--- src/rtl/core/assert_macros.svh ---
// Assertion macros shared by the RTL.
// ASSERT_CLK is disabled while rst_n is low; ASSERT_ALWAYS also checks during reset.
`ifndef ASSERT_MACROS_SVH
`define ASSERT_MACROS_SVH
`ifndef NO_ASSERTIONS
`define ASSERT_CLK(name, prop) \
  name: assert property (@(posedge clk) disable iff (!rst_n) prop) \
    else $error("assertion failed");
`define ASSERT_ALWAYS(name, prop) \
  name: assert property (@(posedge clk) prop) \
    else $error("assertion failed");
`else
`define ASSERT_CLK(name, prop)
`define ASSERT_ALWAYS(name, prop)
`endif
`endif

--- src/rtl/core/cbs_pkg.sv ---
`default_nettype none
package cbs_pkg;

  localparam logic [1:0] REG_POLL_MODE    = 2'd0;
  localparam logic [1:0] REG_CAREFUL_MODE = 2'd1;
  localparam logic [1:0] REG_CHAR_LIMIT   = 2'd2;
  localparam logic [1:0] REG_STROBE_WAIT  = 2'd3;

  localparam logic [1:0] FAULT_TIMEOUT  = 2'd0;
  localparam logic [1:0] FAULT_PAPER    = 2'd1;
  localparam logic [1:0] FAULT_OFFLINE  = 2'd2;
  localparam logic [1:0] FAULT_PRN_ERR  = 2'd3;

  localparam logic [15:0] CHAR_LIMIT_RST = 16'd1000;

  typedef enum logic [3:0] {
    PH_IDLE   = 4'b0001,
    PH_POLL   = 4'b0010,
    PH_SETUP  = 4'b0100,
    PH_STROBE = 4'b1000
  } phase_t;

  typedef struct packed {
    logic [7:0] status_pins;
    logic       send_valid;
    logic [7:0] send_byte;
  } in_word_t;

  typedef struct packed {
    logic [7:0]  data_out;
    logic        strobe_res;
    logic        idle;
    logic        byte_done;
    logic        byte_failed;
    logic [1:0]  fault_code;
    logic [15:0] max_wait;
    logic [23:0] mean_wait;
    logic [23:0] mean_dev;
    logic [31:0] chars_sent;
  } out_word_t;

  typedef struct packed {
    logic        poll_mode;
    logic        careful_mode;
    logic [15:0] char_limit;
    logic [15:0] strobe_wait;
  } cfg_t;

  // Per-tick line and pulse results from the handshake machine.
  typedef struct packed {
    logic [7:0] data_out;
    logic       strobe_res;
    logic       idle;
    logic       byte_done;
    logic       byte_failed;
    logic [1:0] fault_code;
  } ctrl_res_t;

  // Statistic events raised by the handshake machine.
  typedef struct packed {
    logic sent_inc;
    logic stats_upd;
  } ctrl_evt_t;

  typedef struct packed {
    logic [15:0] max_wait;
    logic [23:0] mean_wait;
    logic [23:0] mean_dev;
    logic [31:0] chars_sent;
  } stats_t;

endpackage
`default_nettype wire

--- src/rtl/core/cbs_ctrl.sv ---
`default_nettype none
module cbs_ctrl (
  input  wire logic             clk,
  input  wire logic             rst_n,
  input  wire logic             adv,
  input  wire cbs_pkg::in_word_t in_word,
  input  wire cbs_pkg::cfg_t    cfg,
  output cbs_pkg::ctrl_res_t    res,
  output cbs_pkg::ctrl_evt_t    evt,
  output logic [15:0]           poll_count
);

  cbs_pkg::phase_t phase_r, phase_nxt;
  logic [15:0] poll_r, poll_nxt;
  logic [15:0] tick_r, tick_nxt;
  logic [7:0]  latch_r, latch_nxt;

  logic [7:0]  st;
  logic [15:0] lim, hold, pc1, tick1;
  logic        busy_ok, careful_ok, ready;
  logic [1:0]  fault;

  assign st         = in_word.status_pins;
  assign lim        = (cfg.char_limit == 16'd0) ? 16'd1 : cfg.char_limit;
  assign hold       = (cfg.strobe_wait == 16'd0) ? 16'd1 : cfg.strobe_wait;
  assign busy_ok    = st[7];
  assign careful_ok = st[7] & ~st[5] & st[4] & st[3];
  assign ready      = (cfg.poll_mode && cfg.careful_mode) ? careful_ok : busy_ok;
  assign tick1      = tick_r + 16'd1;

  // Paper out first, then offline, then printer error.
  always_comb begin
    if (st[5]) begin
      fault = cbs_pkg::FAULT_PAPER;
    end else if (!st[4]) begin
      fault = cbs_pkg::FAULT_OFFLINE;
    end else if (!st[3]) begin
      fault = cbs_pkg::FAULT_PRN_ERR;
    end else begin
      fault = cbs_pkg::FAULT_TIMEOUT;
    end
  end

  always_comb begin
    logic do_poll;
    phase_nxt = phase_r;
    poll_nxt  = poll_r;
    tick_nxt  = tick_r;
    latch_nxt = latch_r;
    res       = '0;
    evt       = '0;
    do_poll   = 1'b0;
    pc1       = poll_r + 16'd1;

    case (phase_r)
      cbs_pkg::PH_IDLE: begin
        if (in_word.send_valid) begin
          latch_nxt = in_word.send_byte;
          pc1       = 16'd1;
          do_poll   = 1'b1;
        end
      end
      cbs_pkg::PH_POLL: begin
        do_poll = 1'b1;
      end
      cbs_pkg::PH_SETUP: begin
        tick_nxt = tick1;
        if (tick1 >= cfg.strobe_wait) begin
          tick_nxt  = '0;
          phase_nxt = cbs_pkg::PH_STROBE;
        end
      end
      cbs_pkg::PH_STROBE: begin
        res.strobe_res = 1'b1;
        tick_nxt       = tick1;
        if (tick1 >= hold) begin
          evt.stats_upd = 1'b1;
          res.byte_done = 1'b1;
          tick_nxt      = '0;
          phase_nxt     = cbs_pkg::PH_IDLE;
        end
      end
      default: begin
        phase_nxt = cbs_pkg::PH_IDLE;
      end
    endcase

    if (do_poll) begin
      poll_nxt  = pc1;
      phase_nxt = cbs_pkg::PH_POLL;
      if (ready || pc1 >= lim) begin
        if (pc1 == lim || (!cfg.poll_mode && cfg.careful_mode && !careful_ok)) begin
          res.byte_failed = 1'b1;
          res.fault_code  = fault;
          phase_nxt       = cbs_pkg::PH_IDLE;
        end else begin
          evt.sent_inc = 1'b1;
          tick_nxt     = '0;
          phase_nxt    = (cfg.strobe_wait != 16'd0) ? cbs_pkg::PH_SETUP
                                                    : cbs_pkg::PH_STROBE;
        end
      end
    end

    res.data_out = latch_nxt;
    res.idle     = (phase_nxt == cbs_pkg::PH_IDLE);
  end

  always_ff @(posedge clk) begin
    if (!rst_n) begin
      phase_r <= cbs_pkg::PH_IDLE;
      poll_r  <= '0;
      tick_r  <= '0;
      latch_r <= '0;
    end else if (adv) begin
      phase_r <= phase_nxt;
      poll_r  <= poll_nxt;
      tick_r  <= tick_nxt;
      latch_r <= latch_nxt;
    end
  end

  assign poll_count = poll_r;

endmodule
`default_nettype wire

--- src/rtl/core/cbs_stats.sv ---
`default_nettype none
module cbs_stats (
  input  wire logic              clk,
  input  wire logic              rst_n,
  input  wire logic              adv,
  input  wire cbs_pkg::ctrl_evt_t evt,
  input  wire logic [15:0]       poll_count,
  output cbs_pkg::stats_t        stats_nxt
);

  logic [15:0] worst_r, worst_nxt;
  logic [23:0] avg_r, avg_nxt;
  logic [23:0] dev_r, dev_nxt;
  logic [31:0] sent_r, sent_nxt;

  logic [23:0] c, d;
  logic [32:0] wsum;
  logic [31:0] dsum;

  assign c = {poll_count, 8'd0};
  assign d = (c > avg_r) ? (c - avg_r) : (avg_r - c);

  // mean*255/256 and dev*127/128 written as shift-and-subtract, rounded.
  assign wsum = ({1'b0, avg_r, 8'd0} - {9'd0, avg_r}) + {9'd0, c} + 33'd128;
  assign dsum = ({1'b0, dev_r, 7'd0} - {8'd0, dev_r}) + {8'd0, d} + 32'd64;

  always_comb begin
    worst_nxt = worst_r;
    avg_nxt   = avg_r;
    dev_nxt   = dev_r;
    sent_nxt  = sent_r;
    if (evt.stats_upd) begin
      if (poll_count > worst_r) begin
        worst_nxt = poll_count;
      end
      avg_nxt = wsum[31:8];
      dev_nxt = dsum[30:7];
    end
    if (evt.sent_inc) begin
      sent_nxt = sent_r + 32'd1;
    end
  end

  always_ff @(posedge clk) begin
    if (!rst_n) begin
      worst_r <= '0;
      avg_r   <= '0;
      dev_r   <= '0;
      sent_r  <= '0;
    end else if (adv) begin
      worst_r <= worst_nxt;
      avg_r   <= avg_nxt;
      dev_r   <= dev_nxt;
      sent_r  <= sent_nxt;
    end
  end

  assign stats_nxt.max_wait   = worst_nxt;
  assign stats_nxt.mean_wait  = avg_nxt;
  assign stats_nxt.mean_dev   = dev_nxt;
  assign stats_nxt.chars_sent = sent_nxt;

endmodule
`default_nettype wire

--- src/rtl/core/centronics_byte_sender_top.sv ---
// Centronics byte sender: drives one parallel printer port, one status
// sample per input word.
// Input channel (in_valid / in_stall / in_word): each word carries the
// status pin sample and an optional byte offer; the offer is taken only
// when the sender is idle. Output channel (out_valid / out_stall /
// out_word): exactly one word per input word, holding the data lines,
// strobe, idle flag, done/failed pulses, fault class and statistics.
// The output word is registered on input accept. Throughput: one word per
// cycle while the output is not stalled; all per-tick work is one pass of
// logic between the state registers and the output register.
// When the receiver stalls, the output word holds and in_stall rises only
// while a held word is pending, so a word is still taken in the cycle the
// pending one leaves.
// Configuration (cfg_we / cfg_index / cfg_data) writes poll mode, careful
// mode, char limit and strobe wait; write only while idle.
// Reset (rst_n low, synchronous) returns the sender to idle, clears the
// counters and statistics, and loads the register defaults.
`default_nettype none
`include "assert_macros.svh"
module centronics_byte_sender_top (
  input  wire logic              clk,
  input  wire logic              rst_n,
  input  wire logic              in_valid,
  output logic                   in_stall,
  input  wire cbs_pkg::in_word_t in_word,
  output logic                   out_valid,
  input  wire logic              out_stall,
  output cbs_pkg::out_word_t     out_word,
  input  wire logic              cfg_we,
  input  wire logic [1:0]        cfg_index,
  input  wire logic [15:0]       cfg_data
);

  cbs_pkg::cfg_t      cfg_r;
  cbs_pkg::ctrl_res_t res;
  cbs_pkg::ctrl_evt_t evt;
  cbs_pkg::stats_t    stats_nxt;
  logic [15:0]        poll_count;
  logic               adv;

  logic               out_valid_r, out_valid_nxt;
  cbs_pkg::out_word_t out_word_r, out_word_nxt;

  // Stall input only while a word is waiting and the receiver holds it.
  assign in_stall = out_valid_r & out_stall;
  assign adv      = in_valid & ~in_stall;

  // Config registers.
  always_ff @(posedge clk) begin
    if (!rst_n) begin
      cfg_r.poll_mode    <= 1'b1;
      cfg_r.careful_mode <= 1'b0;
      cfg_r.char_limit   <= cbs_pkg::CHAR_LIMIT_RST;
      cfg_r.strobe_wait  <= '0;
    end else if (cfg_we) begin
      case (cfg_index)
        cbs_pkg::REG_POLL_MODE:    cfg_r.poll_mode    <= cfg_data[0];
        cbs_pkg::REG_CAREFUL_MODE: cfg_r.careful_mode <= cfg_data[0];
        cbs_pkg::REG_CHAR_LIMIT:   cfg_r.char_limit   <= cfg_data;
        cbs_pkg::REG_STROBE_WAIT:  cfg_r.strobe_wait  <= cfg_data;
        default: ;
      endcase
    end
  end

  cbs_ctrl u_ctrl (
    .clk        (clk),
    .rst_n      (rst_n),
    .adv        (adv),
    .in_word    (in_word),
    .cfg        (cfg_r),
    .res        (res),
    .evt        (evt),
    .poll_count (poll_count)
  );

  cbs_stats u_stats (
    .clk        (clk),
    .rst_n      (rst_n),
    .adv        (adv),
    .evt        (evt),
    .poll_count (poll_count),
    .stats_nxt  (stats_nxt)
  );

  // Assemble the result word from the line results and updated statistics.
  always_comb begin
    out_word_nxt.data_out    = res.data_out;
    out_word_nxt.strobe_res  = res.strobe_res;
    out_word_nxt.idle        = res.idle;
    out_word_nxt.byte_done   = res.byte_done;
    out_word_nxt.byte_failed = res.byte_failed;
    out_word_nxt.fault_code  = res.fault_code;
    out_word_nxt.max_wait    = stats_nxt.max_wait;
    out_word_nxt.mean_wait   = stats_nxt.mean_wait;
    out_word_nxt.mean_dev    = stats_nxt.mean_dev;
    out_word_nxt.chars_sent  = stats_nxt.chars_sent;
  end

  // Load on accept, drop when taken, hold while stalled.
  always_comb begin
    out_valid_nxt = out_valid_r;
    if (adv) begin
      out_valid_nxt = 1'b1;
    end else if (!out_stall) begin
      out_valid_nxt = 1'b0;
    end
  end

  always_ff @(posedge clk) begin
    if (!rst_n) begin
      out_valid_r <= 1'b0;
    end else begin
      out_valid_r <= out_valid_nxt;
    end
  end

  always_ff @(posedge clk) begin
    if (adv) begin
      out_word_r <= out_word_nxt;
    end
  end

  assign out_valid = out_valid_r;
  assign out_word  = out_word_r;

  `ASSERT_CLK(a_done_xor_fail, out_valid |-> !(out_word.byte_done && out_word.byte_failed))
  `ASSERT_CLK(a_strobe_idle_done, (out_valid && out_word.strobe_res && out_word.idle) |-> out_word.byte_done)
  `ASSERT_CLK(a_fault_only_on_fail, (out_valid && out_word.fault_code != cbs_pkg::FAULT_TIMEOUT) |-> out_word.byte_failed)
  `ASSERT_ALWAYS(a_stall_needs_word, in_stall |-> out_valid)

endmodule
`default_nettype wire
--- config.mk ---
export PLATFORM = sky130hd
export DESIGN_NAME = centronics_byte_sender_top
export DESIGN_NICKNAME = d
export VERILOG_FILES = /design/src/rtl/core/cbs_pkg.sv /design/src/rtl/core/cbs_ctrl.sv /design/src/rtl/core/cbs_stats.sv /design/src/rtl/core/centronics_byte_sender_top.sv
export VERILOG_INCLUDE_DIRS = /design/src /design/src/rtl/core
export SDC_FILE = /design/constraint.sdc
export NUM_CORES = 1
export LEC_CHECK = 0
export BUFFER_PORTS_ARGS = -buffer_cell sky130_fd_sc_hd__buf_2
export CAP_MARGIN = 15
export CORE_UTILIZATION = 25
export DETAILED_ROUTE_END_ITERATION = 6
export SYNTH_ARGS = -nofsm -noshare
export SYNTH_HDL_FRONTEND = slang
export SYNTH_SLANG_ARGS = --single-unit
--- constraint.sdc ---
create_clock -name clk -period 16.8 [get_ports clk]
set_input_delay 0.84 -clock clk [delete_from_list [all_inputs] [get_ports clk]]
set_output_delay 0.84 -clock clk [all_outputs]
set_load 0.1 [all_outputs]
* Word level (Yosys, flattened, before mapping) *
Index checks and enable logic that the tools add are counted.
W data, S select, Z words.

word-level totals
  logic and storage cells = 120
  bits of input ports = 40
  bits in registers = 285

cells by class
  order comparisons = 5
  reduce and logical (&&, ||, !) cells = 20
  equality and inequality tests = 10
  bitwise logic cells = 10
  $add $sub $neg = 11
  muxes and demuxes = 40

operators by type and width
  kind                     number
  $mux W16                 11
  $mux W24                 3
  $ge A16 B16 Y1           3
  $sub A24 B24 Y24         2
  $add A16 B1 Y16 const B  2
  $add A32 B1 Y32 const B  1
  $add A32 B24 Y32         1
  $add A32 B8 Y32 const B  1
  $logic_not A16 Y1        2
  $mux W32                 1
  $pmux W16 S2             1
  $sub A32 B24 Y32         1
  $add A31 B24 Y31         1
  $add A31 B7 Y31 const B  1
  $sub A31 B24 Y31         1
  $gt A24 B24 Y1           1
  $mux W4                  6
  $eq A16 B16 Y1           1
  $gt A16 B16 Y1           1
  $mux W8                  2
  $reduce_bool A16 Y1      1
  $pmux W4 S3              1
  $reduce_and A2 Y1        6
  $mux W1                  10
  19 further kinds         35

* Logic depth before layout (Yosys ltp) *
  depth after elaboration = 11
  gate-level depth with buffers = 24
  depth with buffers taken out = 22

* Modules after synthesis *
A second synthesis with hierarchy kept.

second synthesis, totals
  cell total of the unflattened synthesis = 2,107
  area total of the unflattened synthesis = 19,063.3 µm²

modules (own cells, without submodules)
  module                      instances  cells an instance  area an instance (µm²)
  cbs_stats                   1          1,339              10,486.3
  centronics_byte_sender_top  1          257                4,742.0
  cbs_ctrl                    1          511                3,834.9

* Least setup slack after synthesis *
Ideal clock, no wire load.

  kind = register to register
  from = register u_ctrl.poll_r[2], in the netlist u_ctrl.poll_count[2]
  to = register out_word_r, in the netlist out_word[53] (data pin)
  data arrival time = 5.112 ns
  data required time = 16.531 ns
  cell stages (with the launch flop) = 23
  slack = 11.419 ns
  cell sequence = dfxtp_1 > clkbuf_1 > inv_1 > ha_1 > clkbuf_1 > and4_1 > a2111oi_1 > nor3_1 > nor2_1 > buf_2 > buf_2 > a21oi_1 > xnor2_1 > fa_1 > ha_1 > a222oi_1 > o211a_1 > o31a_1 > o221ai_1 > a221oi_1 > nor2b_1 > o311ai_0 > o21ai_0

RTL lines
  element                 RTL line                           source
  from (decl)             cbs_ctrl.sv:14                     logic [15:0] poll_r, poll_nxt;
  from (signal assigned)  cbs_ctrl.sv:117                    poll_r <= poll_nxt;
  to (signal assigned)    centronics_byte_sender_top.sv:120  out_word_r <= out_word_nxt;
  to (decl)               centronics_byte_sender_top.sv:42   cbs_pkg::out_word_t out_word_r, out_word_nxt;

==> impl_metrics.csv <==
group,metric,value,unit
die,fp.dieW,276,µm
layout,fillers,7748,
die,ios,152,
global_route,grt_max_degree,86,
power,peakVddDrop,0.0000679,V
timing,finClkSkew,0.0474,ns
cts,clockRootBuffer,"clkbuf_16",
yosys,synth_top_area_cell,"dfxtp_1",
drt,vias_per_cell,4.76,
timing,slew_violations,0,
layout,syn_to_final_growth,16.3,%
timing,fmaxAchievable,156,MHz
timing,hold_viol,0,
setup_path,cp_data_arrival_time,6.75,ns
yosys,yosysWarnings,0,
drt,avgRoutedWirePerCell,16.2,µm
layout,layout.nets,2479,
cts,ctsHoldBuffers,0,
setup_path,endpoint_kind,"flop",
timing,post-route-min-period,6.43,ns
setup_path,crit_path_start_kind,"flop",
global_route,grt_pass1_wl,82.1,mm
timing,finalCritPeriodShare,0.383,
setup_path,crit_path_max_incr_delay,0.63,ns
drt,drc,0,
run_status,outcome,"completed",
timing,grt_setup_unrepaired,"false",
placed_design,portBuffers,147,
cts,htree_num_levels,2,
placed_design,gp_congestion,0.914,
yosys,synth_top_area_frac,0.187,
die,die_area,75900,µm²
layout,n_antenna_cell,0,
yosys,synth_edf_count,110,
timing,worst_pin_slew,1.07,ns
job,drv_cap,0,
setup_path,crit_fanout,27,
cts,cts.repair.resized,0,
setup_path,crit_family,"compound AO/OA/AOI/OAI gates",
layout,final_cell_mix,"nand2_1 (237), inv_1 (185), nor2_1 (184)",
setup_path,worstSetupPathType,"reg -> reg",
die,start_util,0.255,
die,row_count,99,
timing,final.setup.tns,0,ns
yosys,netlist_area,18700,µm²
global_route,overflow,0,
cts,cts_made_buffers,37,
yosys,syn_avg_cell_area,8.77,µm²
cts,clock_latency,0.58,ns
global_route,antenna_found_initial,0,
cts,cts_tree,"yes",
drt,drtAntennaViolNets,0,
min_path,min-delay-path-class,"reg -> reg",
setup_path,crit_buf_inv,2,
timing,slew_headroom,0.288,
die,die_h,276,µm
layout,final_common_cell,"nand2_1",
setup_path,path_cells,"inv_1 -> ha_1 -> a21oi_1 -> o21ai_0 -> a2111oi_1 -> nor3_1 -> nor2_2 -> buf_4 -> nor2_1 -> xnor2_1 -> fa_1 -> ha_1 -> nand3_1 -> o31ai_1 -> a31o_2 -> o21ai_0 -> a21boi_1 -> o21bai_1 -> nand3_1",
cts,clkSlewWorstSetupHoldPaths,0.06,ns
yosys,synthFlopType,"dfxtp_1",
cts,cts_sinks,285,
global_route,grtUsageTotal,0.137,
drt,wirelength,52.6,mm
drt,vias,15400,
cts,cts_max_path_buffers,3,
timing,holdWs,0.480,ns
die,core_area,73500,µm²
yosys,ys_ff_latch,285,
yosys,synth_cell_types,83,
yosys,syn-num-nets,2364,
yosys,synthTopCellsByArea,"dfxtp_1 (19%), edfxtp_1 (18%), ha_1 (11%)",
power,power.density,105,nW/µm²
layout,drive_above_1_share,0.125,
cts,post-cts-setup-buffer-count,0,
yosys,yosysSeqAreaShare,0.364,
placed_design,hpwl,38.5,mm
drt,dr.pass1.iters,5,
power,p_leak,8.61,nW
drt,drtIter0Drc,992,
setup_path,slowest_stage,"o31ai_1",
yosys,async_flop_share,0,
timing,setup_viol,0,
setup_path,required,17.12,ns
global_route,first_global_vias,14700,
yosys,netlist_instances,2132,
==> final cells by class <==
class,instances,area (µm²),area share
multi-input cells,1572,10900,0.499
well taps,959,1200,0.0552
clock inverters,19,264,0.0121
repair buffers,164,863,0.0397
flip-flops and latches,285,6810,0.313
inverters,187,709,0.0326
clock buffers,49,1050,0.0484
==> path summary, 6_finish.rpt <==
path,from,to,slack [ns],depth (start not counted)
worst min register to register,cfg_r[28]$_SDFFE_PN0P_,cfg_r[28]$_SDFFE_PN0P_,0.48,2
worst max register to register,u_ctrl.poll_count[3]$_SDFFE_PN0P_,out_word[55]$_DFFE_PP_,10.37,19
worst max-delay path,u_ctrl.poll_count[3]$_SDFFE_PN0P_,out_word[55]$_DFFE_PP_,10.37,19
worst min-delay path,cfg_r[28]$_SDFFE_PN0P_,cfg_r[28]$_SDFFE_PN0P_,0.48,2
==> registers in the layout (all words and copies together), names as in the netlist, 16 cells and up <==
name	cells
u_stats.avg_r	24
u_stats.worst_r	16
u_stats.dev_r	24
u_ctrl.tick_r	16
cfg_r	34
u_stats.sent_r	32
u_ctrl.poll_count	16
out_word	110
==> kinds of logic (layout without fill, tap and decap cells) <==
logic type | Yosys count | after routing | share of synthesized area
AOI/OAI and AO/OA | 457 | 457 | 0.154
DFF | 285 | 285 | 0.364
muxes | 65 | 65 | 0.0362
buffers and inverters | 275 | 419 | 0.0564
xor gates and xnor gates | 146 | 146 | 0.0684
and+or+nand+nor | 712 | 712 | 0.179
adders and majority gates | 192 | 192 | 0.142
==> tightest hold or removal path, cell delays in order (launching register included) <==
cell	delay, ns
dfxtp_1	0.32
nand2_1	0.06
a21oi_1	0.05
==> synth_stat cells (all sizes together) (8+ instances only) <==
cell type,count
a211oi,21
a21o,29
a21oi,140
a22oi,9
a31oi,15
and2,8
and3,27
and4,9
buf,20
clkbuf,68
dfxtp,175
edfxtp,110
fa,34
ha,158
inv,187
mux2,21
mux2i,44
nand2,239
nand2b,12
nand3,69
nand3b,9
nand4,22
nor2,185
nor2b,10
nor3,45
nor4,29
o211ai,20
o21a,13
o21ai,128
o21bai,8
o311ai,11
o31ai,8
or2,10
or3,19
xnor2,97
xor2,49
==> metal layers <==
| metal | wire (µm) | vias to the layer above | track usage |
|---|---|---|---|
| met5 | 0 | - | 0 |
| met4 | 1150 | 0 | 0.0369 |
| met3 | 2720 | 68 | 0.0241 |
| met2 | 23800 | 369 | 0.220 |
| met1 | 24900 | 7253 | 0.188 |
| li1 | - | 7723 | - |
==> power by group <==
part,total [mW],internal (mW),switching [mW]
sequential,0.758,0.743,0.0150
combinational,0.683,0.232,0.451
clock,0.853,0.511,0.342
total,2.29,1.49,0.807
==> per-stage QoR <==
stage | power, mW | utilization | cells | instance area, µm² | setup slack [ns]
floorplan | 1.31 | - | 2132 | 18700 | 11.42
global placement | 1.45 | 0.278 | 3167 | 20400 | 10.41
detailed placement | 1.45 | 0.278 | 3167 | 20400 | 10.40
CTS | 2.32 | 0.296 | 3235 | 21800 | 10.38
global route | 2.41 | 0.296 | 3235 | 21800 | 9.91
finish | 2.29 | 0.296 | 3235 | 21800 | 10.37
(Power assumes the default switching activity.)
